$ cat src/rtl/core/ps2kd_pkg.sv
// Types, codes and lookup helpers for the PS/2 set 1 key decoder.
package ps2kd_pkg;

  // Sequence decode modes
  typedef enum logic [1:0] {
    MODE_NORMAL = 2'd0,
    MODE_E0     = 2'd1,
    MODE_PAUSE  = 2'd2,
    MODE_PRINT  = 2'd3
  } decode_mode_t;

  // Event kinds carried on tuser
  typedef enum logic {
    EVT_KEY = 1'b0,
    EVT_LED = 1'b1
  } event_kind_t;

  localparam int SEQ_W = 40;   // five buffered bytes plus the incoming byte cover the longest sequence

  localparam logic [7:0] BYTE_ACK = 8'hFA;
  localparam logic [7:0] BYTE_E0  = 8'hE0;
  localparam logic [7:0] BYTE_E1  = 8'hE1;

  localparam logic [47:0] SEQ_PAUSE       = 48'hE11D45E19DC5;
  localparam logic [31:0] SEQ_PRINT_BREAK = 32'hE0B7E0AA;
  localparam logic [15:0] SEQ_PRINT_MAKE1 = 16'hE02A;
  localparam logic [15:0] SEQ_PRINT_BRK1  = 16'hE0B7;
  localparam logic [15:0] SEQ_RALT_MAKE   = 16'hE038;
  localparam logic [15:0] SEQ_RCTRL_MAKE  = 16'hE01D;
  localparam logic [15:0] SEQ_RALT_BRK    = 16'hE0B8;
  localparam logic [15:0] SEQ_RCTRL_BRK   = 16'hE09D;
  localparam logic [15:0] SEQ_INSERT_MAKE = 16'hE052;

  // Plain (un-prefixed) codes
  localparam logic [7:0] SC_CAPS_MAKE    = 8'h3A;
  localparam logic [7:0] SC_NUM_MAKE     = 8'h45;
  localparam logic [7:0] SC_SCROLL_MAKE  = 8'h46;
  localparam logic [7:0] SC_CAPS_BRK     = 8'hBA;
  localparam logic [7:0] SC_NUM_BRK      = 8'hC5;
  localparam logic [7:0] SC_SCROLL_BRK   = 8'hC6;
  localparam logic [7:0] SC_LSHIFT_MAKE  = 8'h2A;
  localparam logic [7:0] SC_LSHIFT_BRK   = 8'hAA;
  localparam logic [7:0] SC_RSHIFT_MAKE  = 8'h36;
  localparam logic [7:0] SC_RSHIFT_BRK   = 8'hB6;
  localparam logic [7:0] SC_LCTRL_MAKE   = 8'h1D;
  localparam logic [7:0] SC_LCTRL_BRK    = 8'h9D;

  localparam logic [6:0] KEY_PRINT = 7'h59;
  localparam logic [6:0] KEY_PAUSE = 7'h5A;
  localparam logic [6:0] KEY_PAD_LO = 7'h47;
  localparam logic [6:0] KEY_PAD_HI = 7'h51;

  localparam logic [1:0] VAR_BASE    = 2'd0;
  localparam logic [1:0] VAR_SHIFTED = 2'd1;
  localparam logic [1:0] VAR_KEYPAD  = 2'd2;

  // Modifier word bit positions
  localparam int MF_LSHIFT = 0;
  localparam int MF_RSHIFT = 1;
  localparam int MF_LCTRL  = 2;
  localparam int MF_RCTRL  = 3;
  localparam int MF_RALT   = 4;
  localparam int MF_CAPS   = 5;
  localparam int MF_NUM    = 6;
  localparam int MF_SCROLL = 7;
  localparam int MF_INSERT = 8;

  localparam logic [8:0] MF_RESET = 9'h040;

  // True for key indices that have a key table entry
  function automatic logic has_entry(input logic [6:0] idx);
    logic ok;
    ok = 1'b1;
    if (idx == 7'h00 || idx > KEY_PAUSE) ok = 1'b0;
    if (idx == 7'h4C) ok = 1'b0;
    if (idx >= 7'h54 && idx <= 7'h56) ok = 1'b0;
    return ok;
  endfunction

endpackage

$ cat src/rtl/core/ps2_scan_set1_key_decoder.sv
// PS/2 scan code set 1 key decoder: sequence tracking, modifiers and event output.
//
// Decodes one raw set 1 keyboard byte per transfer. Acknowledge bytes are
// dropped; E0 prefixes, the six-byte Pause and four-byte Print Screen
// sequences, shift/ctrl/right-alt and the caps/num/scroll/insert toggles are
// tracked internally. A key release produces a key event (tuser = 0) with key
// index, variant and modifier word; a lock or insert toggle produces an LED
// event (tuser = 1). Decode state updates at the input transfer and the result
// lands in the output register on the same edge, so a new byte is taken every
// cycle while the output register is empty or being drained. Output valid is
// registered and rises in the cycle after the input transfer.
module ps2_scan_set1_key_decoder (
  input  logic        clk,
  input  logic        rst,
  input  logic        s_axis_tvalid,
  output logic        s_axis_tready,
  input  logic [7:0]  s_axis_tdata,   // [7:0] scan_byte
  output logic        m_axis_tvalid,
  input  logic        m_axis_tready,
  output logic [23:0] m_axis_tdata,   // [6:0] key_index, [8:7] key_variant,
                                      // [17:9] modifier_word, [20:18] led_bits,
                                      // [23:21] zero
  output logic        m_axis_tuser    // [0] event_kind
);
  import ps2kd_pkg::*;

  decode_mode_t     mode, mode_next;
  logic [SEQ_W-1:0] seq_buf, seq_buf_next;
  logic [2:0]       seq_cnt, seq_cnt_next;
  logic [8:0]       mods, mods_next;
  logic             insert_skip, insert_skip_next;

  logic             out_valid;
  logic             out_kind;
  logic [6:0]       out_key;
  logic [1:0]       out_variant;
  logic [8:0]       out_mods;
  logic [2:0]       out_led;

  logic             in_xfer;
  logic [7:0]       b;
  logic [15:0]      seq16;
  logic [31:0]      seq32;
  logic [47:0]      seq48;
  logic             key_req, led_req, pad_ok;
  logic [6:0]       key_idx;
  logic             emit, emit_kind;
  logic [1:0]       variant;
  logic [2:0]       led_val;

  assign s_axis_tready = !out_valid || m_axis_tready;
  assign in_xfer       = s_axis_tvalid && s_axis_tready;
  assign b             = s_axis_tdata;
  assign seq16         = {seq_buf[7:0], b};
  assign seq32         = {seq_buf[23:0], b};
  assign seq48         = {seq_buf, b};

  always_comb begin
    mode_next        = mode;
    seq_buf_next     = seq_buf;
    seq_cnt_next     = seq_cnt;
    mods_next        = mods;
    insert_skip_next = insert_skip;
    key_req          = 1'b0;
    led_req          = 1'b0;
    pad_ok           = 1'b0;
    key_idx          = b[6:0];

    if (b == BYTE_ACK) begin
      // acknowledge: nothing to do
    end else if (seq_cnt == 3'd0 && (b == BYTE_E1 || b == BYTE_E0)) begin
      seq_buf_next = {{(SEQ_W-8){1'b0}}, b};
      seq_cnt_next = 3'd1;
      mode_next    = (b == BYTE_E1) ? MODE_PAUSE : MODE_E0;
    end else begin
      unique case (mode)
        MODE_PAUSE: begin
          if (seq_cnt < 3'd5) begin
            seq_buf_next = {seq_buf[SEQ_W-9:0], b};
            seq_cnt_next = seq_cnt + 3'd1;
          end else begin
            mode_next    = MODE_NORMAL;
            seq_buf_next = '0;
            seq_cnt_next = 3'd0;
            if (seq48 == SEQ_PAUSE) begin
              key_req = 1'b1;
              key_idx = KEY_PAUSE;
            end
          end
        end
        MODE_E0: begin
          if (seq16 == SEQ_PRINT_MAKE1 || seq16 == SEQ_PRINT_BRK1) begin
            seq_buf_next = {seq_buf[SEQ_W-9:0], b};
            seq_cnt_next = seq_cnt + 3'd1;
            mode_next    = MODE_PRINT;
          end else begin
            mode_next    = MODE_NORMAL;
            seq_buf_next = '0;
            seq_cnt_next = 3'd0;
            if (seq16 == SEQ_RALT_MAKE) begin
              mods_next[MF_RALT] = 1'b1;
            end else if (seq16 == SEQ_RCTRL_MAKE) begin
              mods_next[MF_RCTRL] = 1'b1;
            end else if (seq16 == SEQ_RALT_BRK) begin
              mods_next[MF_RALT] = 1'b0;
            end else if (seq16 == SEQ_RCTRL_BRK) begin
              mods_next[MF_RCTRL] = 1'b0;
            end else if (seq16 == SEQ_INSERT_MAKE) begin
              mods_next[MF_INSERT] = !mods[MF_INSERT];
              insert_skip_next     = 1'b1;
              led_req              = 1'b1;
            end else begin
              key_req = b[7];
            end
          end
        end
        MODE_PRINT: begin
          if (seq_cnt < 3'd3) begin
            seq_buf_next = {seq_buf[SEQ_W-9:0], b};
            seq_cnt_next = seq_cnt + 3'd1;
          end else begin
            mode_next    = MODE_NORMAL;
            seq_buf_next = '0;
            seq_cnt_next = 3'd0;
            if (seq32 == SEQ_PRINT_BREAK) begin
              key_req = 1'b1;
              key_idx = KEY_PRINT;
            end
          end
        end
        MODE_NORMAL: begin
          unique case (b)
            SC_CAPS_MAKE, SC_NUM_MAKE, SC_SCROLL_MAKE: begin
              // locks toggle on release
            end
            SC_CAPS_BRK: begin
              mods_next[MF_CAPS] = !mods[MF_CAPS];
              led_req            = 1'b1;
            end
            SC_NUM_BRK: begin
              mods_next[MF_NUM] = !mods[MF_NUM];
              led_req           = 1'b1;
            end
            SC_SCROLL_BRK: begin
              mods_next[MF_SCROLL] = !mods[MF_SCROLL];
              led_req              = 1'b1;
            end
            SC_LSHIFT_MAKE: mods_next[MF_LSHIFT] = 1'b1;
            SC_LSHIFT_BRK:  mods_next[MF_LSHIFT] = 1'b0;
            SC_RSHIFT_MAKE: mods_next[MF_RSHIFT] = 1'b1;
            SC_RSHIFT_BRK:  mods_next[MF_RSHIFT] = 1'b0;
            SC_LCTRL_MAKE:  mods_next[MF_LCTRL]  = 1'b1;
            SC_LCTRL_BRK:   mods_next[MF_LCTRL]  = 1'b0;
            default: begin
              key_req = b[7];
              pad_ok  = 1'b1;
            end
          endcase
        end
        default: begin
        end
      endcase
    end

    // Event formation from the updated modifier word
    emit      = 1'b0;
    emit_kind = EVT_KEY;
    variant   = (mods_next[MF_CAPS] != (mods_next[MF_LSHIFT] || mods_next[MF_RSHIFT]))
                ? VAR_SHIFTED : VAR_BASE;
    led_val   = {mods_next[MF_CAPS], mods_next[MF_NUM], mods_next[MF_SCROLL]};
    if (led_req) begin
      emit      = 1'b1;
      emit_kind = EVT_LED;
    end else if (key_req) begin
      if (insert_skip) begin
        // the next key release after an Insert make is swallowed
        insert_skip_next = 1'b0;
      end else if (pad_ok && mods_next[MF_NUM] &&
                   key_idx >= KEY_PAD_LO && key_idx <= KEY_PAD_HI) begin
        emit    = 1'b1;
        variant = VAR_KEYPAD;
      end else if (has_entry(key_idx)) begin
        emit = 1'b1;
      end
    end
  end

  always_ff @(posedge clk) begin
    if (rst) begin
      mode        <= MODE_NORMAL;
      seq_buf     <= '0;
      seq_cnt     <= 3'd0;
      mods        <= MF_RESET;
      insert_skip <= 1'b0;
    end else if (in_xfer) begin
      mode        <= mode_next;
      seq_buf     <= seq_buf_next;
      seq_cnt     <= seq_cnt_next;
      mods        <= mods_next;
      insert_skip <= insert_skip_next;
    end
  end

  always_ff @(posedge clk) begin
    if (rst) begin
      out_valid <= 1'b0;
    end else if (s_axis_tready) begin
      out_valid <= in_xfer && emit;
    end
  end

  always_ff @(posedge clk) begin
    if (in_xfer && emit) begin
      out_kind    <= emit_kind;
      out_key     <= (emit_kind == EVT_LED) ? 7'd0 : key_idx;
      out_variant <= (emit_kind == EVT_LED) ? VAR_BASE : variant;
      out_mods    <= mods_next;
      out_led     <= (emit_kind == EVT_LED) ? led_val : 3'd0;
    end
  end

  assign m_axis_tvalid = out_valid;
  assign m_axis_tdata  = {3'b000, out_led, out_mods, out_variant, out_key};
  assign m_axis_tuser  = out_kind;

endmodule
$ cat config.mk
export PLATFORM = sky130hd
export DESIGN_NAME = ps2_scan_set1_key_decoder
export DESIGN_NICKNAME = d
export VERILOG_FILES = /design/src/rtl/core/ps2kd_pkg.sv /design/src/rtl/core/ps2_scan_set1_key_decoder.sv
export SDC_FILE = /design/constraint.sdc
export NUM_CORES = 1
export LEC_CHECK = 0
export BUFFER_PORTS_ARGS = -buffer_cell sky130_fd_sc_hd__buf_4
export CELL_PAD_IN_SITES_DETAIL_PLACEMENT = 1
export CELL_PAD_IN_SITES_GLOBAL_PLACEMENT = 1
export CORE_MARGIN = 8
export CORE_UTILIZATION = 40
export DETAILED_ROUTE_END_ITERATION = 12
export GPL_TIMING_DRIVEN = 0
export PLACE_DENSITY_LB_ADDON = 0.1
export SYNTH_ARGS = -nofsm -noshare
export SYNTH_HDL_FRONTEND = slang
export SYNTH_SLANG_ARGS = --single-unit
$ cat constraint.sdc
create_clock -name clk -period 7.9 [get_ports clk]
set_input_delay 0.79 -clock clk [delete_from_list [all_inputs] [get_ports clk]]
set_output_delay 0.79 -clock clk [all_outputs]
set_load 0.05 [all_outputs]
==> results of run 1 <==
==> area by class of cell <==
cell class | instances | area (sq um) | share of cell area
plain buffers | 32 | 152.6 | 0.03345
clock buffers | 9 | 123.9 | 0.02715
clock inverters | 7 | 72.57 | 0.01590
inverters | 14 | 52.55 | 0.01152
multi-input cells | 310 | 1943 | 0.4258
flip-flops and latches | 78 | 1782 | 0.3905
well taps | 133 | 166.4 | 0.03647
repair buffers | 35 | 270.3 | 0.05923
==> registers in the layout (all words and copies together), names as in the netlist <==
signal	count
m_axis_tvalid	1
mode	2
seq_cnt	3
seq_buf	40
out_key	7
out_mods	9
out_variant	2
m_axis_tuser	1
mods	9
insert_skip	1
out_led	3
==> through the flow <==
stage          power (mW)  instances
2_1_floorplan      0.6002        434
3_3_place_gp       0.6627        601
6_report           0.9663        618
4_1_cts            0.9763        618
3_5_place_dp       0.6704        602
5_1_grt             1.007        618
==> logic make-up (layout without fill, tap and decap cells) <==
family,after synthesis,in the layout,synth area share
and+or+nand+nor,189,189,0.2596
AOI/OAI and AO/OA,102,102,0.1903
DFF,78,78,0.4547
buffers and inverters,46,97,0.05236
xor gates and xnor gates,8,8,0.01788
adders and majority gates,6,6,0.01916
muxes,2,2,0.005109
other,1,3,0.0009569
==> layer usage <==
layer / global-route usage / vias to the layer above / part of all wire
li1: - / 1686 / -
met1: 0.2158 / 1736 / 0.42
met2: 0.3336 / 100 / 0.51
met3: 0.03624 / 14 / 0.053
met4: 0.07618 / 0 / 0.016
met5: 0 / - / 0
==> power by group <==
part	internal (mW)	switching, mW
clock	0.147	0.158
combinational	0.0614	0.154
sequential	0.435	0.0112
total	0.643	0.323
==> worst paths after layout <==
path / from / endpoint / slack [ns] / depth (start not counted)
worst max-delay path: s_axis_tdata[3] / out_variant[0] / 3.80 / 11
worst min-delay path: mods[1] / mods[1] / 0.47 / 2
worst max register to register: seq_buf[17] / out_variant[0] / 3.95 / 9
worst min register to register: mods[1] / mods[1] / 0.47 / 2
==> cells in the mapped netlist, types with 2 or more instances <==
library cell | n | area, sq um
nor2_1 | 66 | 247.7
dfxtp_1 | 56 | 1121
a22oi_1 | 38 | 285.3
nand2_1 | 33 | 123.9
edfxtp_1 | 22 | 660.6
a21oi_1 | 21 | 105.1
clkbuf_1 | 17 | 63.81
nand3_1 | 15 | 75.07
inv_1 | 14 | 52.55
buf_2 | 10 | 50.05
nand4_1 | 10 | 62.56
nor2b_1 | 8 | 50.05
o21ai_0 | 8 | 40.04
nor3_1 | 7 | 35.03
a211oi_1 | 6 | 45.04
ha_1 | 6 | 75.07
nor4bb_1 | 6 | 60.06
and3_1 | 5 | 31.28
nor4b_1 | 5 | 43.79
xor2_1 | 5 | 43.79
and2_1 | 4 | 25.02
buf_4 | 4 | 30.03
nor3b_1 | 4 | 30.03
a31oi_1 | 3 | 18.77
and4_1 | 3 | 26.28
nand2b_1 | 3 | 18.77
nor4_1 | 3 | 18.77
o2111ai_1 | 3 | 26.28
o31ai_1 | 3 | 22.52
xnor2_1 | 3 | 26.28
a2111oi_0 | 2 | 17.52
a211oi_2 | 2 | 25.02
a21boi_0 | 2 | 15.01
and4b_1 | 2 | 20.02
mux2i_1 | 2 | 20.02
nor3_4 | 2 | 32.53
o211ai_1 | 2 | 15.01
or3b_2 | 2 | 17.52
==> critical path, cell delays in order <==
cell and delay [ns]:
buf_4 0.12, buf_2 0.18, nor2b_1 0.39, nand4_1 0.18, or4_1 0.61, a2111oi_0 0.47
a21boi_1 0.38, o211a_4 0.26, nor2_1 0.05, a21oi_2 0.50, buf_8 0.23
==> reports/results.tsv, run 1 <==
metric	value	unit
initial_utilization	0.4065	
path_class	input pin to flop	
layout_common_cells	nor2_1 (66), dfxtp_1 (56), buf_4 (38), a22oi_1 (38), nand2_1 (33)	
antenna_cells	0	
die_area	13220	sq um
synthArstFlopShare	0	
final_common_cell	nor2_1	
avgViaCountPerCell	5.722	
synth_edf_count	22	
gp_congestion	0.8626	
clk_latency	0.36	ns
cp.arrival	4.17	ns
rows	36	
synth_ff_type	dfxtp_1	
placed_area	4367	sq um
fin_crit_sh	0.5196	
ys_seq_area_frac	0.4547	
timing.setup.tns	0	ns
setup_viol	0	
clockBufferDepth	2	
drt_wl_total	12070	um
synthCells	432	
cp.required	7.97	ns
grt-ovfl-total	0	
drive_gt1_frac	0.1608	
grt_pass1_vias	3598	
fin_area	4563	sq um
track_usage	0.1876	
ctsHoldBuffers	0	
leakagePower	1.645	nW
cts_sinks	78	
ant_nets	0	
worst_pin_slew	1.157	ns
cts.clk_slew.worst_paths	0.09	ns
nNetsFinal	498	
status	complete, no violations	
whs	0.4707	ns
vias	3536	
vdd_drop_max	0.0001256	V
report.final.slew_viol_count	0	
path_max_fanout	12	
skew	0.01647	ns
grt_pass1_wl	19330	um
fmax	243.6	MHz
area_growth	16.44	%
synth.distinct_cells	63	
period_minus_slack	4.105	ns
dp_hpwl	9246	um
io-pin-count	39	
coreArea	9639	sq um
rsz0062_at_grt	false	
cts_resized	0	
cts-root-buf	clkbuf_8	
ys_warn_count	0	
cts_made_buffers	9	
drc_errors	0	
slew_headroom	0.2221	
cts_tree	yes	
ys_ff_latch	78	
max_cap_viol_count	0	
cp-start-kind	input pin	
first_pass_iters	5	
grt_start_max_net_pins	15	
endpoint_kind	flop	
fill_cells	1170	
hold_path.class	flop to flop	
wl_per_cell	19.54	um
post_cts_buffers	0	
syn_avg_cell_area	9.071	sq um
dp_slack	3.441	ns
antenna_found_initial	0	
final_util	0.4734	
die_height	115.0	um
setup_slack	3.795	ns
drtIter0Drc	127	
hold_viol_final	0	
powerDensity	211.8	nW/um^2
h-tree-depth	3	
die_w	115.0	um
port_buffers	34	
netlist_area	3919	sq um
Power figures use the tool's default switching activity.
==> inputs of run 2 (changes only) <==
clock period = 4 ns   (was 7.9 ns; I/O delays follow)
==> run 2 against run 1 <==
Net effect:
- die area unchanged
- via count shrank 0.48%
- combinational power grew 98%
- sequential share of layout area fell by 0.17 points
- wire length is 0.46% lower
- power is 98% higher
- clock power is 97% higher
- utilization grew 0.21 points
- critical path depth decreased by 3
- critical path type is now flop to flop
- critical endpoint unchanged
- largest power group unchanged
- highest routed layer unchanged
==> reports/results.tsv, run 2 (synthesized netlist as in run 1, its figures left out) <==
metric	value	unit	change
cts_sinks	78		unchanged
drtIter0Drc	172		was 127
dp_slack	-0.06874	ns	was 3.441 ns
h-tree-depth	3		unchanged
endpoint_kind	flop		unchanged
fill_cells	1165		was 1,170
worstRegToRegCells	8		was 9
max_cap_viol_count	0		unchanged
gp_congestion	0.8626		unchanged
drt_wl_total	12020	um	was 12,070 um
multi_input_area	1963	sq um	was 1943 sq um
seqCellArea	1782	sq um	unchanged
reg2reg_slack	0.24	ns	was 3.95 ns
dp_hpwl	9246	um	unchanged
cp.required	4.06	ns	was 7.97 ns
drive_gt1_frac	0.1649		was 0.1608
place_inst	602		unchanged
nNetsFinal	498		unchanged
largest_reg_flops	40		unchanged
grt_pass1_wl	19290	um	was 19,330 um
top_regs	seq_buf x40, mods x9, out_mods x9		unchanged
cp.arrival	3.83	ns	was 4.17 ns
ctsHoldBuffers	0		unchanged
placed_area	4367	sq um	unchanged
wl_per_cell	19.44	um	was 19.54 um
report.final.slew_viol_count	0		unchanged
setup_viol	0		unchanged
final_util	0.4755		was 0.4734
powerDensity	416.5	nW/um^2	was 211.8 nW/um^2
antenna_cells	0		unchanged
clk_latency	0.36	ns	about the same
vias	3519		was 3,536
leakagePower	1.651	nW	was 1.645 nW
grt_start_max_net_pins	15		unchanged
die_w	115.0	um	unchanged
vdd_drop_max	0.0002481	V	was 0.0001256 V
area_growth	16.95	%	was 16.44%
initial_utilization	0.4065		unchanged
crit-reg2reg-launch	seq_buf[4]		was seq_buf[17]
min_to	mods[6]		was mods[1]
min_from	rst		was mods[1]
hold_depth	2		unchanged
antenna_found_initial	0		unchanged
path_max_fanout	12		unchanged
fin_total_pwr	1.909	mW	was 0.9663 mW
port_buffers	34		unchanged
rsz0062_at_grt	false		unchanged
hold_path.class	input pin to flop		was flop to flop
fin_area	4583	sq um	was 4563 sq um
ant_nets	0		unchanged
track_usage	0.1874		was 0.1876
post_cts_buffers	0		unchanged
final_common_cell	nor2_1		unchanged
cp-start-kind	flop		was input pin
cts_tree	yes		unchanged
period_minus_slack	3.764	ns	
fmax	265.7	MHz	
rows	36		unchanged
fin_crit_sh	0.9409		
reg2reg_to	out_variant[0]		unchanged
skew	0.01472	ns	was 0.01647 ns
cts.clk_slew.worst_paths	0.09	ns	about the same
drc_errors	0		unchanged
worst_pin_slew	1.133	ns	was 1.157 ns
coreArea	9639	sq um	unchanged
layout_common_cells	nor2_1 (66), dfxtp_1 (56), buf_4 (38), a22oi_1 (38), nand2_1 (33)		unchanged
grt_pass1_vias	3594		was 3,598
first_pass_iters	4		was 5
hold_viol_final	0		unchanged
regMostFlops	seq_buf		unchanged
status	complete, no violations		unchanged
cts_made_buffers	9		unchanged
cts-root-buf	clkbuf_8		unchanged
timing.setup.tns	0	ns	unchanged
slew_headroom	0.2380		was 0.2221
whs	0.2618	ns	was 0.4707 ns
setup_slack	0.2362	ns	was 3.795 ns
io-pin-count	39		unchanged
die_area	13220	sq um	unchanged
clockBufferDepth	2		unchanged
grt-ovfl-total	0		unchanged
avgViaCountPerCell	5.694		was 5.722
path_class	flop to flop		was input pin to flop
die_height	115.0	um	unchanged
layout.cells.non_filler	618		unchanged
-- run 2: where the power goes --
part,internal [mW],switching [mW],total (mW)
Sequential,0.860,0.0224,0.882
Combinational,0.123,0.304,0.426
Clock,0.290,0.311,0.600
Total,1.27,0.637,1.91
-- run 2: critical path: stages (launching register included) --
cell and delay [ns]:
dfxtp_1 0.41, nor4b_1 0.37, o2111ai_1 0.29, or4_1 0.61, a2111oi_0 0.49, a21boi_1 0.38, nand4_1 0.28, a21oi_4 0.42
buf_8 0.21
-- run 2: cell type report --
cell class | instances | area share
Timing Repair Buffer | 35 | 0.05897
Multi-Input combinational cell | 310 | 0.4283
Clock buffer | 9 | 0.02703
Buffer | 32 | 0.03331
Inverter | 14 | 0.01147
Sequential cell | 78 | 0.3888
Tap cell | 133 | 0.03631
Clock inverter | 7 | 0.01583
-- run 2: routing by layer --
metal	share of wire	global-route usage
met4	0.016	0.07531
met5	0	0
met3	0.045	0.03624
met2	0.51	0.3348
met1	0.43	0.2145
-- run 2: repair_timing --
action                                  4_1_cts  5_1_grt
resized for setup                             0        3
endpoints found under the setup margin        0       12
hold endpoints to repair                      0        0
-- run 2: how the worst max path moves through the flow --
stage                         start              to  slack, ns  depth (start not counted)
floorplan           s_axis_tdata[4]    m_axis_tuser       0.12                          9
global placement    s_axis_tdata[2]     out_mods[8]      -0.94                          9
detailed placement  s_axis_tdata[3]     out_mods[4]      -0.07                         11
CTS                     seq_buf[17]  out_variant[0]       0.04                          9
global route             seq_buf[5]  out_variant[0]       0.07                          9
finish                   seq_buf[4]  out_variant[0]       0.24                          8
